File: config.mk
export PLATFORM = sky130hd
export DESIGN_NAME = rhhs_ctrl
export DESIGN_NICKNAME = d
export VERILOG_FILES = /design/src/rhhs_pkg.sv /design/src/rhhs_ctrl.sv
export SDC_FILE = /design/constraint.sdc
export NUM_CORES = 1
export LEC_CHECK = 0
export ABC_AREA = 1
export BUFFER_PORTS_ARGS = -buffer_cell sky130_fd_sc_hd__buf_4
export CAP_MARGIN = 40
export CELL_PAD_IN_SITES_DETAIL_PLACEMENT = 0
export CELL_PAD_IN_SITES_GLOBAL_PLACEMENT = 1
export CORE_MARGIN = 2
export CORE_UTILIZATION = 32
export CTS_CLUSTER_SIZE = 14
export DETAILED_ROUTE_END_ITERATION = 8
export PLACE_DENSITY_LB_ADDON = 0.25
export SYNTH_ARGS = -nofsm -noshare
export SYNTH_HDL_FRONTEND = slang
export SYNTH_SLANG_ARGS = --single-unit
File: constraint.sdc
create_clock -name clk -period 2.53 [get_ports clk]
set_input_delay 0.3795 -clock clk [delete_from_list [all_inputs] [get_ports clk]]
set_output_delay 0.3795 -clock clk [all_outputs]
set_load 0.02 [all_outputs]
File: src/rhhs_pkg.sv
package rhhs_pkg;

  localparam int KEY_W   = 64;
  localparam int DIST_W  = 4;
  localparam int CNT_W   = 11;
  localparam int LIMIT_W = 10;

  localparam logic [LIMIT_W-1:0] FILL_LIMIT_RST = 10'd921;

  localparam logic [31:0] FNV_OFFSET = 32'd2166136261;
  localparam logic [31:0] FNV_PRIME  = 32'd16777619;

  localparam logic [1:0] ST_ABSENT   = 2'd0;
  localparam logic [1:0] ST_PRESENT  = 2'd1;
  localparam logic [1:0] ST_INSERTED = 2'd2;
  localparam logic [1:0] ST_FULL     = 2'd3;

  typedef struct packed {
    logic       clear;
    logic       load_key;
    logic       hash_step;
    logic       load_home;
    logic       advance;
    logic       swap;
    logic       wr;
    logic       save_start;
    logic       restore;
    logic       inc_count;
    logic       load_out;
    logic [1:0] out_status;
  } cmd_t;

  typedef struct packed {
    logic clr_last;
    logic hash_last;
    logic used;
    logic ge;
    logic match;
    logic adv_fail;
    logic swap_fail;
    logic action;
    logic at_limit;
    logic out_busy;
  } stat_t;

endpackage

File: src/rhhs_ctrl.sv
module rhhs_ctrl (
  input  logic            clk,
  input  logic            rst,
  input  logic            in_valid,
  output logic            in_ready,
  input  rhhs_pkg::stat_t st,
  output rhhs_pkg::cmd_t  cmd
);

  localparam logic [3:0] S_CLEAR = 4'd0;
  localparam logic [3:0] S_IDLE  = 4'd1;
  localparam logic [3:0] S_HASH  = 4'd2;
  localparam logic [3:0] S_HOME  = 4'd3;
  localparam logic [3:0] S_P_RD  = 4'd4;
  localparam logic [3:0] S_P_EV  = 4'd5;
  localparam logic [3:0] S_C_RD  = 4'd6;
  localparam logic [3:0] S_C_EV  = 4'd7;
  localparam logic [3:0] S_DONE  = 4'd8;

  logic [3:0] state, state_next;
  logic       commit, commit_next;
  logic [1:0] res, res_next;

  always_comb begin
    state_next  = state;
    commit_next = commit;
    res_next    = res;
    cmd         = '0;
    cmd.out_status = res;
    in_ready    = 1'b0;
    case (state)
      S_CLEAR: begin
        cmd.clear = 1'b1;
        if (st.clr_last) state_next = S_IDLE;
      end
      S_IDLE: begin
        in_ready = 1'b1;
        if (in_valid) begin
          cmd.load_key = 1'b1;
          state_next   = S_HASH;
        end
      end
      S_HASH: begin
        cmd.hash_step = 1'b1;
        if (st.hash_last) state_next = S_HOME;
      end
      S_HOME: begin
        cmd.load_home = 1'b1;
        state_next    = S_P_RD;
      end
      S_P_RD: state_next = S_P_EV;
      S_P_EV: begin
        if (st.used && st.ge) begin
          if (st.match) begin
            res_next   = rhhs_pkg::ST_PRESENT;
            state_next = S_DONE;
          end else if (st.adv_fail) begin
            res_next   = st.action ? rhhs_pkg::ST_FULL : rhhs_pkg::ST_ABSENT;
            state_next = S_DONE;
          end else begin
            cmd.advance = 1'b1;
            state_next  = S_P_RD;
          end
        end else if (!st.action) begin
          res_next   = rhhs_pkg::ST_ABSENT;
          state_next = S_DONE;
        end else if (st.at_limit) begin
          res_next   = rhhs_pkg::ST_FULL;
          state_next = S_DONE;
        end else begin
          cmd.save_start = 1'b1;
          commit_next    = 1'b0;
          state_next     = S_C_RD;
        end
      end
      S_C_RD: state_next = S_C_EV;
      S_C_EV: begin
        if (!st.used) begin
          if (commit) begin
            cmd.wr        = 1'b1;
            cmd.inc_count = 1'b1;
            res_next      = rhhs_pkg::ST_INSERTED;
            state_next    = S_DONE;
          end else begin
            cmd.restore = 1'b1;
            commit_next = 1'b1;
            state_next  = S_C_RD;
          end
        end else if (st.ge) begin
          if (st.adv_fail) begin
            res_next   = rhhs_pkg::ST_FULL;
            state_next = S_DONE;
          end else begin
            cmd.advance = 1'b1;
            state_next  = S_C_RD;
          end
        end else if (st.swap_fail) begin
          res_next   = rhhs_pkg::ST_FULL;
          state_next = S_DONE;
        end else begin
          cmd.wr     = commit;
          cmd.swap   = 1'b1;
          state_next = S_C_RD;
        end
      end
      S_DONE: begin
        if (!st.out_busy) begin
          cmd.load_out = 1'b1;
          state_next   = S_IDLE;
        end
      end
      default: state_next = S_CLEAR;
    endcase
  end

  always_ff @(posedge clk) begin
    if (rst) begin
      state  <= S_CLEAR;
      commit <= 1'b0;
      res    <= rhhs_pkg::ST_ABSENT;
    end else begin
      state  <= state_next;
      commit <= commit_next;
      res    <= res_next;
    end
  end

  a_rd_then_ev: assert property (@(posedge clk) disable iff (rst)
    (state == S_P_RD) |=> (state == S_P_EV))
    else $error("probe read not followed by evaluation");
  a_wr_commit: assert property (@(posedge clk) disable iff (rst)
    cmd.wr |-> (commit && state == S_C_EV))
    else $error("table write outside commit pass");
  a_inc_empty: assert property (@(posedge clk) disable iff (rst)
    cmd.inc_count |-> (!st.used && commit))
    else $error("count bumped without placing into an empty slot");
  a_out_free: assert property (@(posedge clk) disable iff (rst)
    cmd.load_out |-> !st.out_busy)
    else $error("result overwritten while still waiting");

endmodule
==> results of run 1 <==
[power breakdown]
group / switching, mW / internal (mW) / total [mW]
Sequential: 0.0347 / 0.129 / 0.164
Clock: 0.0383 / 0.0600 / 0.0983
Combinational: 0.185 / 0.123 / 0.309
[kinds of logic after synthesis]
family	Yosys count	synth area share [%]
compound gates	11	9.27
buf+inv	23	14.2
flops	7	22.1
simple gates	67	54.4
[sequential cells by signal, summed over array words and instances, names as in the netlist]
name / flops
state: 4
res: 2
commit: 1
[through the flow]
step | cells | area (um^2) | total power, mW | setup slack [ns] | hold slack, ns
floorplan | 108 | 634 | 0.384 | 0.956 | 0.434
global placement | 160 | 856 | 0.478 | 0.953 | 0.466
detailed placement | 160 | 856 | 0.479 | 0.918 | 0.465
CTS | 164 | 882 | 0.580 | 0.640 | 0.306
global route | 164 | 882 | 0.634 | 0.524 | 0.304
finish | 164 | 882 | 0.571 | 0.652 | 0.308
[worst paths after layout]
check                                to  depth (start not counted)             startpoint
hold reg to reg     commit$_SDFFE_PP0P_                          2    commit$_SDFFE_PP0P_
setup reg to reg    res[0]$_SDFFE_PP0P_                          8  state[0]$_SDFFE_PP0P_
setup / recovery                 cmd[8]                          6  state[0]$_SDFFE_PP0P_
hold / removal    state[1]$_SDFFE_PP0P_                          2                    rst
[layout by cell type, fill, tap and decap left out, types with 3 or more instances in the layout]
| cell | count |
|---|---|
| a21oi_1 | 5 |
| buf_4 | 26 |
| clkbuf_4 | 3 |
| dfxtp_1 | 7 |
| inv_1 | 19 |
| nand2_1 | 28 |
| nand2_2 | 4 |
| nand3_1 | 9 |
| nor2_1 | 10 |
| nor2_2 | 4 |
| o21ai_0 | 5 |
[routing by layer]
layer	track usage, %	up-vias
met5	0	-
met4	4.29	0
met3	4.63	2
met2	24.5	19
met1	15.5	303
li1	-	394
[final cells by class]
cell class                      count  area, um^2  share of cell area [%]
Timing Repair Buffer               26         195                    22.1
Tap cell                           27        33.8                    3.83
Sequential cell                     7         140                    15.9
Inverter                           22        82.6                    9.36
Multi-Input combinational cell     78         404                    45.8
Clock buffer                        4        26.3                    2.98
[worst register-to-register path: cells and delay by family (launching register included)]
family / cells / cell delay, ns
flip-flops: 1 / 0.49
AND/OR/NAND/NOR: 5 / 0.44
buffers and inverters: 2 / 0.15
AO/OA/AOI/OAI: 1 / 0.11
==> flow_summary_export.csv, run 1 <==
group,metric,value,unit
status,status,"finished, final reports clean",
critical_path,critPathBufInv,2,
detailed_routing,drc,0,
detailed_routing,final_antenna_net_count,0,
job,drv_cap,0,
layout,num-fill-cells,219,
floorplan,fp-row-count,16,
layout,drive_gt1_share,33.6,%
floorplan,die_area,0.00235,mm^2
logic_synthesis,synth_common_cells,"nand2_1, inv_1, nor2_1, nand3_1, dfxtp_1",
critical_path,cp_slowest_cell,"dfxtp_1",
floorplan,core-area,0.00192,mm^2
power,ir_drop,0.000318,V
layout,area_delta_synth_final,39.1,%
logic_synthesis,ys_top_cells_by_area,"dfxtp_1, nand2_1, inv_1, nand3_1, nor2_1",
layout,final_nets,151,
critical_path,worstPathCellList,"inv_2 > nor2_4 > nand2_2 > or2_1 > o21ai_0 > buf_4",
timing,tns,0,ns
cts,ctsHoldBuffers,0,
detailed_routing,highest_layer,"met4",
hold_path,holdCritPathClass,"primary input to register",
timing,tightest_slew,0.301,ns
critical_path,path_delay_family,"flip-flops",
logic_synthesis,syn_avg_cell_area,5.87,um^2
critical_path,slowest_delay,0.49,ns
cts,cts_root_buf,"clkbuf_4",
cts,cts_made_buffers,3,
critical_path,arrival,1.50,ns
critical_path,path_class,"register to primary output",
global_route,grt_pass1_vias,650,
logic_synthesis,synth_ff_type,"dfxtp_1",
critical_path,cp_data_required_time,2.15,ns
detailed_routing,route.met3.wl,77,um
cts,clkSlewWorstSetupHoldPaths,0.05,ns
logic_synthesis,synth.most_common_cell,"nand2_1",
detailed_routing,drtIter0Drc,9,
critical_path,crit_path_end_kind,"primary output",
logic_synthesis,seq_area_frac_synth,22.1,%
detailed_routing,wl_met2,720,um
power,cellPowerDensity,647,mW/mm^2
logic_synthesis,synth_area,634,um^2
global_route,grt_start_max_net_pins,9,
global_route,antenna_found_initial,0,
timing,relSlewSlack,79.9,%
floorplan,io-pin-count,27,
logic_synthesis,synthCells,108,
cts,clock_sinks,7,
timing,hold_violations,0,
logic_synthesis,syn_nets,121,
detailed_routing,viasPerCell,4.38,
logic_synthesis,yosysTopAreaCellShare,22.1,%
cts,tritoncts,"done",
detailed_routing,wl_met1,661,um
global_route,grt_pass1_wl,2.56,mm
global_route,track_usage,13.8,%
cts,clock_latency,0.25,ns
timing,max_freq,532,MHz
layout,postLayoutCoreUtil,45.9,%
timing,post-route-min-period,1.88,ns
power,p_leak,0.467,nW
timing,post-route-period-util,74.2,%
cts,cts_resized,0,
timing,setup_viol,0,
layout,antennaDiodeCount,0,
critical_path,critPathMaxFanout,8,
placed_design,routabilityCongestion,0.849,
logic_synthesis,ys_ff_latch,7,
global_route,overflow,0,
floorplan,dieHeight,48.5,um
detailed_routing,wire_per_inst,8.98,um
placed_design,dpl.hpwl,1.26,mm
timing,rsz0062_at_grt,"no",
logic_synthesis,ys_async_sr_fraction,0,%
logic_synthesis,synth-edff-count,0,
floorplan,start_util,33.0,%
cts,postCtsSetupBuffers,0,
logic_synthesis,synth_top_area_cell,"dfxtp_1",
floorplan,die_x,48.5,um
timing,clock_skew,0.00385,ns
logic_synthesis,synth_warnings,0,
critical_path,r2r_setup_slack,1.27,ns
placed_design,portBuffers,26,
detailed_routing,dr.pass1.iters,4,
cts,cts.htree.levels,1,
critical_path,critPathLaunchType,"register",
logic_synthesis,synth_cell_types,22,
detailed_routing,vias,718,
detailed_routing,wl,1.47,mm
timing,final_max_slew_viol_count,0,
cts,ctsLongestPathBuffers,2,
Power figures use the tool's default switching activity.
==> inputs of run 2 (changes only) <==
--- a/config.mk
+++ b/config.mk
@@ -11,7 +11,7 @@
 export CELL_PAD_IN_SITES_DETAIL_PLACEMENT = 0
 export CELL_PAD_IN_SITES_GLOBAL_PLACEMENT = 1
 export CORE_MARGIN = 2
-export CORE_UTILIZATION = 32
+export CORE_UTILIZATION = 27
 export CTS_CLUSTER_SIZE = 14
 export DETAILED_ROUTE_END_ITERATION = 8
 export PLACE_DENSITY_LB_ADDON = 0.25
==> constraint.sdc (replaced) <==
create_clock -name clk -period 1.7 [get_ports clk]
set_input_delay 0.255 -clock clk [delete_from_list [all_inputs] [get_ports clk]]
set_output_delay 0.255 -clock clk [all_outputs]
set_load 0.02 [all_outputs]
==> run 2 against run 1 <==
  * Utilization down 5.2 points
  * Routed wire length grew 7.6%
  * Worst setup slack worse by 0.57 ns
  * Highest routed layer unchanged
  * Largest cell class unchanged
==> flow_summary_export.csv, run 2 (same netlist as run 1, synthesis figures left out) <==
group,metric,value,unit
cts,cts.htree.levels,1,
floorplan,io-pin-count,27,
critical_path,cp_data_required_time,1.44,ns
hold_path,holdCritPathClass,"primary input to register",
timing,setup_viol,0,
layout,reg_top3,"state x4, res x2, commit x1",
critical_path,r2r_setup_slack,0.44,ns
floorplan,fp-row-count,17,
cts,tritoncts,"done",
placed_design,routabilityCongestion,0.761,
layout,area_delta_synth_final,41.8,%
power,p_sw,0.387,mW
global_route,track_usage,12.6,%
floorplan,die_x,52.5,um
cts,clock_sinks,7,
global_route,grt_start_max_net_pins,9,
power,clkPwrFrac,17.2,%
critical_path,rr_startpoint,"state[2]$_SDFFE_PP0P_",
critical_path,cp_slowest_cell,"dfxtp_4",
detailed_routing,drtIter0Drc,17,
placed_design,portBuffers,26,
power,ir_drop,0.000594,V
layout,largest_reg_flops,4,
timing,rsz0062_at_grt,"no",
timing,clock_skew,0.00506,ns
critical_path,cp_num_cells,6,
layout,num-fill-cells,251,
floorplan,start_util,28.7,%
layout,antennaDiodeCount,0,
critical_path,rr_worst_depth,9,
placed_design,dpl.hpwl,1.35,mm
timing,post-route-min-period,1.61,ns
floorplan,core-area,0.00221,mm^2
critical_path,critPathMaxFanout,4,
power,pwr-share-seq,29.3,%
global_route,antenna_found_initial,0,
detailed_routing,vias,735,
critical_path,slowest_delay,0.36,ns
detailed_routing,drc,0,
critical_path,path_delay_family,"simple AND/OR/NAND/NOR gates",
cts,cts_root_buf,"clkbuf_4",
floorplan,die_area,0.00275,mm^2
timing,final_max_slew_viol_count,0,
critical_path,crit_path_end,"cmd[8]",
timing,tightest_slew,0.259,ns
detailed_routing,dr.pass1.iters,4,
power,power_frac_comb,53.5,%
status,status,"finished, final reports clean",
floorplan,dieHeight,52.5,um
global_route,grt_pass1_vias,669,
layout,layout_commonest_cell,"nand2_1",
detailed_routing,final_antenna_net_count,0,
cts,ctsLongestPathBuffers,2,
critical_path,path_class,"register to primary output",
job,drv_cap,0,
critical_path,arrival,1.36,ns
timing,relSlewSlack,82.7,%
detailed_routing,viasPerCell,4.43,
critical_path,crit_start,"state[2]$_SDFFE_PP0P_",
critical_path,critPathLaunchType,"register",
detailed_routing,wire_per_inst,9.55,um
layout,final_nets,152,
power,power.internal,0.480,mW
critical_path,critPathBufInv,2,
layout,drive_gt1_share,37.0,%
layout,final_cell_mix,"nand2_1, buf_4, inv_1",
timing,max_freq,620,MHz
critical_path,worst_r2r_endpoint,"res[1]$_SDFFE_PP0P_",
global_route,overflow,0,
critical_path,crit_path_end_kind,"primary output",
layout,multi_input_area,404,um^2
power,swShare,44.7,%
power,cellPowerDensity,963,mW/mm^2
cts,cts_made_buffers,3,
layout,top_register,"state",
cts,clock_latency,0.25,ns
layout,postLayoutCoreUtil,40.7,%
detailed_routing,wl,1.59,mm
layout,regArea,149,um^2
timing,hold_violations,0,
critical_path,worstPathCellList,"inv_2 > nor2_2 > nand2_2 > or2_1 > o21ai_0 > buf_4",
power,p_leak,0.471,nW
timing,tns,0,ns
timing,post-route-period-util,94.9,%
global_route,grt_pass1_wl,2.58,mm
cts,clkSlewWorstSetupHoldPaths,0.05,ns
-- run 2: cell count changes in the layout (fill, tap and decap cells not counted), sizes merged --
cell and change:
buf +1
-- run 2: timing repair --
item	in CTS	in global routing
setup buffers	0	1
gates cloned	0	0
pin swaps	0	2
resized for setup	1	5
endpoints found under the setup margin	1	1
hold buffers	0	0
-- run 2: how the worst min path moves through the flow --
stage,startpoint,endpoint,slack [ns],cells after the start
finish,rst,state[1]$_SDFFE_PP0P_,0.18,2
global route,rst,state[1]$_SDFFE_PP0P_,0.18,2
CTS,rst,state[1]$_SDFFE_PP0P_,0.18,2
detailed placement,rst,state[1]$_SDFFE_PP0P_,0.44,2
global placement,rst,state[1]$_SDFFE_PP0P_,0.44,2
floorplan,rst,state[1]$_SDFFE_PP0P_,0.32,1
-- run 2: power by group through the flow --
stage | Combinational [mW] | Sequential, mW | Clock [mW]
2_1_floorplan | 0.353 | 0.218 | 0
3_3_place_gp | 0.470 | 0.245 | 0
3_5_place_dp | 0.465 | 0.247 | 0
4_1_cts | 0.467 | 0.246 | 0.153
5_1_grt | 0.521 | 0.259 | 0.170
6_report | 0.463 | 0.254 | 0.149
-- run 2: routing by layer --
metal | share of wire (%) | wire (um) | up-vias | track usage, %
met5 | 0 | 0 | - | 0
met4 | 2.3 | 36 | 0 | 3.85
met3 | 6.6 | 104 | 4 | 5.14
met2 | 47 | 748 | 27 | 21.3
met1 | 44 | 695 | 303 | 14.3
li1 | - | - | 401 | -
-- run 2: layout make-up --
cell class                      instances  share of cell area [%]
Timing Repair Buffer                   27                    22.5
Multi-Input combinational cell         78                    44.9
Clock buffer                            4                    2.92
Sequential cell                         7                    16.6
Tap cell                               28                    3.89
Inverter                               22                    9.18
-- run 2: metrics by stage --
| step | setup WS (ns) | power [mW] | cells | area, um^2 | hold WS (ns) |
|---|---|---|---|---|---|
| global route | 0.000911 | 0.949 | 166 | 900 | 0.177 |
| detailed placement | 0.203 | 0.712 | 161 | 857 | 0.444 |
| finish | 0.0868 | 0.867 | 166 | 900 | 0.176 |
| global placement | 0.238 | 0.715 | 161 | 857 | 0.444 |
| CTS | 0.0117 | 0.866 | 165 | 885 | 0.181 |
| floorplan | 0.251 | 0.571 | 108 | 634 | 0.317 |
